File: src/hdl/sitda_pkg.sv
// shared types and constants of the signed integer to decimal text converter
`default_nettype none

package sitda_pkg;

    localparam int CODE_W  = 7;   // ascii character code
    localparam int CHAR_W  = 4;   // character count and limit register
    localparam int DIGIT_W = 4;   // one bcd digit

    localparam logic [CHAR_W-1:0]  MAX_RESULTS = 4'd11;
    localparam logic [CHAR_W-1:0]  LIMIT_RESET = 4'd11;
    localparam logic [CODE_W-1:0]  CHAR_ZERO   = 7'h30;
    localparam logic [CODE_W-1:0]  CHAR_MINUS  = 7'h2D;
    localparam logic [DIGIT_W-1:0] BCD_ADJ_MIN = 4'd5;
    localparam logic [DIGIT_W-1:0] BCD_ADJ_ADD = 4'd3;

    // commands from the controller to the datapath
    typedef struct packed {
        logic load;
        logic conv;
        logic size;
        logic trim;
        logic emit;
    } t_dp_cmd;

    // status from the datapath to the controller
    typedef struct packed {
        logic conv_done;
        logic len_zero;
        logic emit_last;
    } t_dp_sts;

endpackage

`default_nettype wire

File: src/hdl/signed_int_to_decimal_ascii_core.sv
// top level of the signed integer to decimal ascii text converter
`default_nettype none

// Converts one signed VALUE_BITS-bit value per transaction into its decimal
// text, one character per o_strobe cycle, most significant first, with a
// leading minus for negative values and o_last on the final character. Text
// is cut after i_cfg_char_limit characters (12 to 15 act as 11, 0 sends
// nothing). A transaction is taken when start is high and busy is low; busy
// stays high until the last character has been sent. The receiver cannot
// stall: each character is on the ports for exactly one cycle. Each value
// passes through a load step, the two-bit-per-cycle shift-add-3 converter,
// a sizing step and a trim step, then one character per cycle. The limit
// register is written only while busy is low.

module signed_int_to_decimal_ascii_core #(
    parameter int VALUE_BITS = 32,
    parameter int MAX_DIGITS = 16
) (
    input  wire logic                         i_clk,
    input  wire logic                         i_rst_n,
    input  wire logic                         start,
    output logic                              busy,
    input  wire logic signed [VALUE_BITS-1:0] i_value,
    input  wire logic                         i_cfg_valid,
    output logic                              o_cfg_ready,
    input  wire logic [sitda_pkg::CHAR_W-1:0] i_cfg_char_limit,
    output logic                              o_strobe,
    output logic [sitda_pkg::CODE_W-1:0]      o_char_code,
    output logic                              o_last
);
    import sitda_pkg::*;

    t_dp_cmd w_cmd;
    t_dp_sts w_sts;

    // the limit may only change between values
    assign o_cfg_ready = !busy;
    assign o_strobe    = w_cmd.emit;

    sitda_ctrl u_ctrl (
        .i_clk   (i_clk),
        .i_rst_n (i_rst_n),
        .i_start (start),
        .i_sts   (w_sts),
        .o_cmd   (w_cmd),
        .o_busy  (busy)
    );

    sitda_dp #(
        .VALUE_BITS (VALUE_BITS),
        .MAX_DIGITS (MAX_DIGITS)
    ) u_dp (
        .i_clk       (i_clk),
        .i_rst_n     (i_rst_n),
        .i_cmd       (w_cmd),
        .o_sts       (w_sts),
        .i_value     (i_value),
        .i_cfg_we    (i_cfg_valid & o_cfg_ready),
        .i_cfg_data  (i_cfg_char_limit),
        .o_char_code (o_char_code),
        .o_last      (o_last)
    );

endmodule

`default_nettype wire

File: src/hdl/sitda_ctrl.sv
// controller state machine of the signed integer to decimal text converter
`default_nettype none

module sitda_ctrl (
    input  wire logic              i_clk,
    input  wire logic              i_rst_n,
    input  wire logic              i_start,
    input  wire sitda_pkg::t_dp_sts i_sts,
    output sitda_pkg::t_dp_cmd     o_cmd,
    output logic                   o_busy
);
    import sitda_pkg::*;

    typedef enum logic [4:0] {
        S_IDLE = 5'b00001,
        S_CONV = 5'b00010,
        S_SIZE = 5'b00100,
        S_TRIM = 5'b01000,
        S_EMIT = 5'b10000
    } t_state;

    t_state r_state;
    t_state n_state;

    always_ff @(posedge i_clk) begin
        if (!i_rst_n) begin
            r_state <= S_IDLE;
        end else begin
            r_state <= n_state;
        end
    end

    always_comb begin
        n_state = r_state;
        o_cmd   = '0;
        case (r_state)
            S_IDLE: begin
                if (i_start) begin
                    o_cmd.load = 1'b1;
                    n_state    = S_CONV;
                end
            end
            S_CONV: begin
                o_cmd.conv = 1'b1;
                if (i_sts.conv_done) begin
                    n_state = S_SIZE;
                end
            end
            S_SIZE: begin
                o_cmd.size = 1'b1;
                n_state    = S_TRIM;
            end
            S_TRIM: begin
                o_cmd.trim = 1'b1;
                // a limit of zero leaves nothing to send
                n_state    = i_sts.len_zero ? S_IDLE : S_EMIT;
            end
            S_EMIT: begin
                o_cmd.emit = 1'b1;
                if (i_sts.emit_last) begin
                    n_state = S_IDLE;
                end
            end
            default: begin
                n_state = S_IDLE;
            end
        endcase
    end

    assign o_busy = (r_state != S_IDLE);

    a_last_to_idle: assert property (@(posedge i_clk) disable iff (!i_rst_n)
        (r_state == S_EMIT && i_sts.emit_last) |=> (r_state == S_IDLE))
        else $error("controller did not return to idle after last character");

    a_start_to_conv: assert property (@(posedge i_clk) disable iff (!i_rst_n)
        (r_state == S_IDLE && i_start) |=> (r_state == S_CONV))
        else $error("accepted transaction did not start conversion");

    a_conv_holds: assert property (@(posedge i_clk) disable iff (!i_rst_n)
        (r_state == S_CONV && !i_sts.conv_done) |=> (r_state == S_CONV))
        else $error("conversion left early");

endmodule

`default_nettype wire

File: src/hdl/sitda_dp.sv
// datapath: shift-add-3 binary to bcd converter, sizing and character output
`default_nettype none

module sitda_dp #(
    parameter int VALUE_BITS = 32,
    parameter int MAX_DIGITS = 16
) (
    input  wire logic                         i_clk,
    input  wire logic                         i_rst_n,
    input  wire sitda_pkg::t_dp_cmd           i_cmd,
    output sitda_pkg::t_dp_sts                o_sts,
    input  wire logic signed [VALUE_BITS-1:0] i_value,
    input  wire logic                         i_cfg_we,
    input  wire logic [sitda_pkg::CHAR_W-1:0] i_cfg_data,
    output logic [sitda_pkg::CODE_W-1:0]      o_char_code,
    output logic                              o_last
);
    import sitda_pkg::*;

    localparam int PAD_BITS = VALUE_BITS + (VALUE_BITS % 2);
    localparam int STEPS    = PAD_BITS / 2;
    localparam int CNT_W    = $clog2(STEPS);
    localparam int BCD_BITS = MAX_DIGITS * DIGIT_W;
    localparam int DIG_W    = $clog2(MAX_DIGITS + 1);
    localparam int IDX_W    = $clog2(MAX_DIGITS);
    localparam int LEN_W    = DIG_W + 1;

    logic [CHAR_W-1:0]   r_char_limit;
    logic [PAD_BITS-1:0] r_shift;
    logic [BCD_BITS-1:0] r_bcd;
    logic                r_ovf;
    logic                r_neg;
    logic [CNT_W-1:0]    r_cnt;
    logic [DIG_W-1:0]    r_ndig;
    logic [IDX_W-1:0]    r_ptr;
    logic [CHAR_W-1:0]   r_remain;
    logic                r_minus_pending;

    logic [VALUE_BITS-1:0] w_raw;
    logic [VALUE_BITS-1:0] w_mag;
    logic [PAD_BITS-1:0]   n_shift;
    logic [BCD_BITS-1:0]   n_bcd;
    logic                  n_ovf;
    logic [DIG_W-1:0]      n_ndig;
    logic [LEN_W-1:0]      w_len;
    logic [CHAR_W-1:0]     w_lim;
    logic [CHAR_W-1:0]     w_nchar;
    logic [DIGIT_W-1:0]    w_digit;

    // magnitude taken unsigned so the most negative value converts fully
    assign w_raw = $unsigned(i_value);
    assign w_mag = w_raw[VALUE_BITS-1] ? (~w_raw + 1'b1) : w_raw;

    // two shift-add-3 steps per cycle
    always_comb begin
        n_bcd   = r_bcd;
        n_shift = r_shift;
        n_ovf   = r_ovf;
        for (int s = 0; s < 2; s++) begin
            for (int d = 0; d < MAX_DIGITS; d++) begin
                if (n_bcd[d*DIGIT_W +: DIGIT_W] >= BCD_ADJ_MIN) begin
                    n_bcd[d*DIGIT_W +: DIGIT_W] = n_bcd[d*DIGIT_W +: DIGIT_W] + BCD_ADJ_ADD;
                end
            end
            // carry out of the top digit means digits beyond capacity exist
            n_ovf   = n_ovf | n_bcd[BCD_BITS-1];
            n_bcd   = {n_bcd[BCD_BITS-2:0], n_shift[PAD_BITS-1]};
            n_shift = {n_shift[PAD_BITS-2:0], 1'b0};
        end
    end

    // digit count: highest nonzero digit, at least one, full when truncated
    always_comb begin
        n_ndig = DIG_W'(1);
        for (int d = 0; d < MAX_DIGITS; d++) begin
            if (r_bcd[d*DIGIT_W +: DIGIT_W] != '0) begin
                n_ndig = DIG_W'(d + 1);
            end
        end
        if (r_ovf) begin
            n_ndig = DIG_W'(MAX_DIGITS);
        end
    end

    assign w_len   = LEN_W'(r_ndig) + LEN_W'(r_neg);
    assign w_lim   = (r_char_limit > MAX_RESULTS) ? MAX_RESULTS : r_char_limit;
    assign w_nchar = (w_len > LEN_W'(w_lim)) ? w_lim : w_len[CHAR_W-1:0];

    always_ff @(posedge i_clk) begin
        if (!i_rst_n) begin
            r_char_limit <= LIMIT_RESET;
        end else if (i_cfg_we) begin
            r_char_limit <= i_cfg_data;
        end
    end

    always_ff @(posedge i_clk) begin
        if (i_cmd.load) begin
            r_shift <= PAD_BITS'(w_mag);
            r_bcd   <= '0;
            r_ovf   <= 1'b0;
            r_neg   <= w_raw[VALUE_BITS-1];
            r_cnt   <= '0;
        end
        if (i_cmd.conv) begin
            r_shift <= n_shift;
            r_bcd   <= n_bcd;
            r_ovf   <= n_ovf;
            r_cnt   <= r_cnt + 1'b1;
        end
        if (i_cmd.size) begin
            r_ndig <= n_ndig;
        end
        if (i_cmd.trim) begin
            r_remain        <= w_nchar;
            r_ptr           <= IDX_W'(r_ndig - 1'b1);
            r_minus_pending <= r_neg;
        end
        if (i_cmd.emit) begin
            r_remain <= r_remain - 1'b1;
            if (r_minus_pending) begin
                r_minus_pending <= 1'b0;
            end else begin
                r_ptr <= r_ptr - 1'b1;
            end
        end
    end

    assign w_digit = ({1'b0, r_ptr} < (IDX_W + 1)'(MAX_DIGITS))
                   ? r_bcd[r_ptr*DIGIT_W +: DIGIT_W] : '0;

    assign o_char_code = r_minus_pending ? CHAR_MINUS
                                         : (CHAR_ZERO + CODE_W'(w_digit));
    assign o_last      = (r_remain == CHAR_W'(1));

    assign o_sts.conv_done = (r_cnt == CNT_W'(STEPS - 1));
    assign o_sts.len_zero  = (w_nchar == '0);
    assign o_sts.emit_last = o_last;

    a_emit_has_chars: assert property (@(posedge i_clk) disable iff (!i_rst_n)
        i_cmd.emit |-> (r_remain != '0))
        else $error("character sent with no count left");

    a_emit_digit_range: assert property (@(posedge i_clk) disable iff (!i_rst_n)
        (i_cmd.emit && !r_minus_pending) |-> ({1'b0, r_ptr} < (IDX_W + 1)'(MAX_DIGITS)))
        else $error("digit pointer out of range");

endmodule

`default_nettype wire

File: config.mk
export PLATFORM = sky130hd
export DESIGN_NAME = signed_int_to_decimal_ascii_core
export DESIGN_NICKNAME = d
export VERILOG_FILES = /design/src/hdl/sitda_pkg.sv /design/src/hdl/signed_int_to_decimal_ascii_core.sv /design/src/hdl/sitda_ctrl.sv /design/src/hdl/sitda_dp.sv
export SDC_FILE = /design/constraint.sdc
export NUM_CORES = 1
export LEC_CHECK = 0
export BUFFER_PORTS_ARGS = -buffer_cell sky130_fd_sc_hd__buf_2
export CAP_MARGIN = 15
export CORE_MARGIN = 2
export CORE_UTILIZATION = 45
export DETAILED_ROUTE_END_ITERATION = 10
export HOLD_SLACK_MARGIN = 0.08
export PLACE_DENSITY = 0.62
export SYNTH_ARGS = -nofsm -noshare
export SYNTH_HDL_FRONTEND = slang
export SYNTH_SLANG_ARGS = --single-unit
File: constraint.sdc
create_clock -name i_clk -period 4.8 [get_ports i_clk]
set_input_delay 0.96 -clock i_clk [delete_from_list [all_inputs] [get_ports i_clk]]
set_output_delay 0.96 -clock i_clk [all_outputs]
set_load 0.005 [all_outputs]
==> flow_summary.ini, run 1 <==
[synthesis]
synth_edf_count = 109
synth.top_cells.by_count = edfxtp_1 (109), nand2_1 (108), a21oi_1 (80)
synthTopCellsByArea = edfxtp_1 (35%), ha_1 (10%), mux4_2 (4.8%)
syn_area_per_cell_sq_um = 9.467
synth_flop_cell = edfxtp_1
async_flop_share = 0
yosys_register_bits = 125
yosysMostFrequentCell = edfxtp_1
netlist.area_leader.share = 0.3464
synth_cells = 998
synth_cell_types = 55
seq_area_frac_synth = 0.3803
yosys_warnings = 0
synth_area_sq_um = 9448
synth_nets = 1116
yosysTopAreaCell = edfxtp_1

[run_status]
run_status = finished clean

[clock_tree]
cts-root-buf = clkbuf_16
cts.repair.resized = 0
cts.sinks = 125
hold_buffers = 0
h-tree-depth = 4
cts_setup_buffers = 0
cts_tree = yes
clk_pin_slew_ns = 0.06
numCtsBuffers = 17
clockBufferDepth = 2
clk_latency_ns = 0.42

[floorplan]
die_h_um = 148.9
die_x_um = 148.9
initial_core_util = 0.4537
die_area_sq_um = 22170
rows = 53
core-area_sq_um = 20820
pin_count = 51

[sta]
clock-skew-final_ns = 0.008740
fin_crit_sh = 0.7344
fin_crit_ns = 3.525
drv_slew = 0
rsz0062_at_grt = no
finalHoldViolations = 0
max_slew_margin = 0.3247
setup-violations-final = 0
timing.final.ws_setup_ns = 1.275
tns_ns = 0
max_slew.worst_pin.slew_ns = 1.004
fmax_ghz = 0.2837

[power_and_ir_drop]
power.leakage_nw = 3.976
ir_worst_vdd_uv = 173.2
power_density_nw_per_um2 = 339.4

[critical_path]
critPathKind = reg -> out
arrival_ns = 2.56
end_kind = output pin
critPathMaxStageDelay_ns = 0.81
r2r_slack_ns = 1.98
start_kind = flop
cpMostUsedCell = mux4_2
cp_slowest_cell = dfxtp_1
reg2reg_to = u_dp.r_remain[1]
critPathRequiredTime_ns = 3.84
crit_chain = mux4_2 -> mux4_2 -> or2_2 -> buf_2
critPathMaxFanout = 19
r2r-start = u_dp.r_neg
rr_worst_depth = 9

[placement]
dpl.hpwl_mm = 14.83
place_ws_ns = 1.676
io_buffers = 48
gp_congestion = 0.8160
dpl-instance-area_sq_um = 9970

[run]
maxCapViolCount = 0

[detailed_routing]
drc = 0
via_per_inst = 5.491
drtPass1Iterations = 5
num_vias = 7297
postRouteAntennaNets = 0
drt-total-wl_mm = 20.01
wire_per_inst_um = 15.05
drtIter0Drc = 415

[global_routing]
grt_usage = 0.1864
grt_pass1_wl_mm = 32.98
grt_antenna_before_repair = 0
grt_pass1_vias = 6798
grt_start_max_net_pins = 50
overflow = 0

[cells_and_area]
drive_above_1_share = 0.1195
final_core_util = 0.5079
syn_to_final_growth_pct = 11.95
finalInstanceArea_sq_um = 10580
fin_nets = 1159
diodes = 0

[worst_hold_path]
min_to = u_dp.r_shift[1]
hp-start = u_dp.r_shift[1]
min_path_cells = 2
hold_class = reg -> reg
## critical path: cells and delay by family, from the launching register on
kind          cells  cell delay (ns)
buf+inv           1             0.13
flops             1             0.81
mux               2             0.93
simple gates      1             0.28
## report_power, final
part	internal [mW]	switching, mW
Sequential	1.32	0.103
Clock	0.828	0.490
Combinational	0.345	0.504
Total	2.49	1.10
## routing by layer
| metal | up-vias | track usage | share of wire |
|---|---|---|---|
| met5 | - | 0 | 0 |
| met4 | 0 | 0.05810 | 0.017 |
| met3 | 29 | 0.03823 | 0.040 |
| met2 | 134 | 0.3101 | 0.47 |
| met1 | 3416 | 0.2448 | 0.47 |
| li1 | 3718 | - | - |
## sequential cells by signal (all words and copies together) (netlist names)
signal,cells
u_ctrl.r_state,5
u_dp.r_bcd,64
u_dp.r_char_limit,4
u_dp.r_cnt,4
u_dp.r_minus_pending,1
u_dp.r_ndig,5
u_dp.r_neg,1
u_dp.r_ovf,1
u_dp.r_ptr,4
u_dp.r_remain,4
u_dp.r_shift,32
## worst max-delay path by stage
stage | depth (start not counted) | slack (ns) | startpoint | endpoint
6_report | 4 | 1.28 | u_dp.r_ptr[1] | o_char_code[0]
5_1_grt | 4 | 1.20 | u_dp.r_ptr[1] | o_char_code[0]
4_1_cts | 4 | 1.26 | u_dp.r_ptr[1] | o_char_code[0]
3_5_place_dp | 7 | 1.68 | i_value[4] | u_dp.r_shift[29]
3_3_place_gp | 7 | 1.69 | i_value[4] | u_dp.r_shift[29]
2_1_floorplan | 3 | 0.83 | start | u_dp.r_bcd[0]
## area by class of cell
class / count / area [sq um]
Fill cell: 1978 / 10250
Clock inverter: 14 / 167.7
Inverter: 67 / 251.5
Sequential cell: 125 / 3593
Timing Repair Buffer: 55 / 292.8
Multi-Input combinational cell: 775 / 5488
Tap cell: 275 / 344.1
Clock buffer: 18 / 439.2
## per-stage QoR
step	hold slack, ns	power (mW)	std cells
after floorplan	0.4438	2.081	998
after global placement	0.4591	2.277	1297
after detailed placement	0.4661	2.295	1297
after CTS	0.4809	3.618	1329
after global routing	0.5059	3.792	1329
final	0.4831	3.590	1329
## cell families after synthesis
group,count (synthesis),share of synthesized area
AO/OA/AOI/OAI,240,0.1511
flip-flops,125,0.3803
buffers and inverters,98,0.03973
adder cells (fa/ha/maj),78,0.1033
AND/OR/NAND/NOR,339,0.1839
other,2,0.0007949
multiplexers,47,0.07681
XOR/XNOR,69,0.06397
## cell usage in the layout, fill, tap and decap left out, types with 20 or more instances in the layout
cell      synthesis  layout
ha_1             78      78
inv_1            66      66
mux2i_1          23      23
nor2_1           64      64
o31ai_1          21      21
xor2_1           32      32
a21boi_0         32      32
buf_2             0      48
or3_1            24      24
nor3b_1          38      38
nand2b_1         36      36
edfxtp_1        109     109
nand4_1          21      21
a21oi_1          80      80
o21ai_0          75      75
xnor2_1          37      37
mux4_2           20      20
nand2_1         108     107
Power figures use the tool's default switching activity.
==> inputs of run 2 (changes only) <==
PLACE_DENSITY = 0.64   (was 0.62)
clock period = 2.85 ns   (was 4.8 ns; I/O delays follow)
==> run 2 against run 1 <==
- the run now ends with setup timing left
- die area stayed put
- combinational power up 75%
- critical path depth is 1 higher
- utilization rose by 0.94 points
- clock skew down 0.00052 ns
- final cell count up 1.1%
- routed wire length rose by 3.2%
- sequential share of layout area down 0.58 points
- register-to-register slack worse by 1.7 ns
- via count up 3.0%
- global-route usage increased by 0.61 points
- setup slack lost 1.4 ns
- critical path type unchanged
- critical endpoint is now o_char_code[3]
==> flow_summary.ini, run 2 (synthesis gave the netlist of run 1 again) <==
[sta]
fin_crit_sh = 1.029
drv_slew = 0
setup-violations-final = 4
finalHoldViolations = 0
fin_crit_ns = 2.933
timing.final.ws_setup_ns = -0.08292
clock-skew-final_ns = 0.008222
fmax_ghz = 0.3410
max_slew_margin = 0.4444
rsz0062_at_grt = yes
max_slew.worst_pin.slew_ns = 0.8335

[floorplan]
pin_count = 51
die_area_sq_um = 22170
die_h_um = 148.9
core-area_sq_um = 20820
rows = 53
initial_core_util = 0.4537
die_x_um = 148.9

[critical_path]
start_kind = flop
critPathMaxFanout = 8
end_kind = output pin
critPathKind = reg -> out
critPathRequiredTime_ns = 2.28
arrival_ns = 2.36

[cells_and_area]
largestRegisters = u_dp.r_bcd (64), u_dp.r_shift (32)
syn_to_final_growth_pct = 14.01
top_register = u_dp.r_bcd
largest_register_ffs = 64
layout_common_cells = edfxtp_1 (109), nand2_1 (107), a21oi_1 (79)
final_common_cell = edfxtp_1
diodes = 0
fin_nets = 1174
drive_above_1_share = 0.1319
n_fill_cell = 1904
finalInstanceArea_sq_um = 10770

[clock_tree]
hold_buffers = 0
numCtsBuffers = 17
cts-root-buf = clkbuf_16
cts_tree = yes
h-tree-depth = 4
clk_pin_slew_ns = 0.06
clockBufferDepth = 2
clk_latency_ns = 0.42
cts.sinks = 125

[global_routing]
grt_pass1_vias = 7077
grt_pass1_wl_mm = 34.09
grt_start_max_net_pins = 70
overflow = 0
grt_antenna_before_repair = 0
grt_usage = 0.1925

[run_status]
run_status = complete, but fails checks
violations = setup timing

[power_and_ir_drop]
p_total_mw = 6.066
ir_worst_vdd_uv = 401.5
power.leakage_nw = 4.083
power_density_nw_per_um2 = 563.1

[placement]
place_ws_ns = 0.1789
gp_congestion = 0.8535
dpl.hpwl_mm = 14.56
dpl-instance-area_sq_um = 10110
io_buffers = 48

[worst_hold_path]
hold_class = in -> reg

[run]
maxCapViolCount = 0

[detailed_routing]
postRouteAntennaNets = 0
drtIter0Drc = 376
drc = 0
wire_per_inst_um = 15.36
via_per_inst = 5.592
drt-total-wl_mm = 20.64
drtPass1Iterations = 7
num_vias = 7516
[run 2: cell types whose count changed in the layout (fill, tap and decap cells not counted), sizes merged]
cell,before,now
buf,55,70
clkinv,7,8
inv,68,67
[run 2: final cells by class]
| class | instances | area [sq um] | share of cell area |
|---|---|---|---|
| clock buffer | 18 | 439.2 | 0.04077 |
| clock inverter | 14 | 150.1 | 0.01394 |
| inverter | 67 | 251.5 | 0.02335 |
| multi-input combinational | 775 | 5499 | 0.5105 |
| sequential | 125 | 3597 | 0.3340 |
| tap | 275 | 344.1 | 0.03194 |
| timing repair buffer | 70 | 490.5 | 0.04553 |
[run 2: worst max-delay path, stage by stage (launching register included)]
cell and delay (ns):
dfxtp_4 0.39, buf_6 0.18, mux4_2 0.52, mux4_2 0.48, or2_4 0.26, buf_6 0.12
[run 2: power breakdown]
part	internal (mW)	total [mW]	switching, mW
clock	1.38	2.19	0.813
sequential	2.22	2.38	0.160
combinational	0.616	1.49	0.878
total	4.22	6.07	1.85
[run 2: through the flow]
step | hold slack (ns) | util | setup TNS (ns) | std cells
6_report | 0.3837 | 0.5173 | -0.2716 | 1344
5_1_grt | 0.3823 | 0.5173 | -0.5399 | 1344
4_1_cts | 0.3705 | 0.5203 | -0.5211 | 1347
3_5_place_dp | 0.4641 | 0.4855 | 0 | 1309
3_3_place_gp | 0.4606 | 0.4855 | 0 | 1309
2_1_floorplan | 0.4438 | - | 0 | 998
[run 2: final timing paths]
check / startpoint / to / slack (ns) / depth (start not counted)
setup reg to reg: u_dp.r_bcd[0] / u_dp.r_bcd[2] / 0.25 / 10
hold / removal: i_cfg_char_limit[3] / u_dp.r_char_limit[3] / 0.38 / 3
setup / recovery: u_dp.r_ptr[0] / o_char_code[3] / -0.08 / 5
hold reg to reg: u_dp.r_shift[0] / u_dp.r_shift[0] / 0.48 / 2
[run 2: timing repair]
item,CTS,global route
resized for setup,12,10
pin swaps,0,1
endpoints found under the setup margin,4,14
gates cloned,2,0
buffers inserted,4,0
[run 2: per-layer routing]
metal | share of wire | track usage | wire length, um | up-vias
met3 | 0.046 | 0.03945 | 943 | 18
li1 | - | - | - | 3744
met1 | 0.47 | 0.2588 | 9607 | 3589
met5 | 0 | 0 | 0 | -
met4 | 0.012 | 0.05190 | 248 | 0
met2 | 0.48 | 0.3173 | 9842 | 165
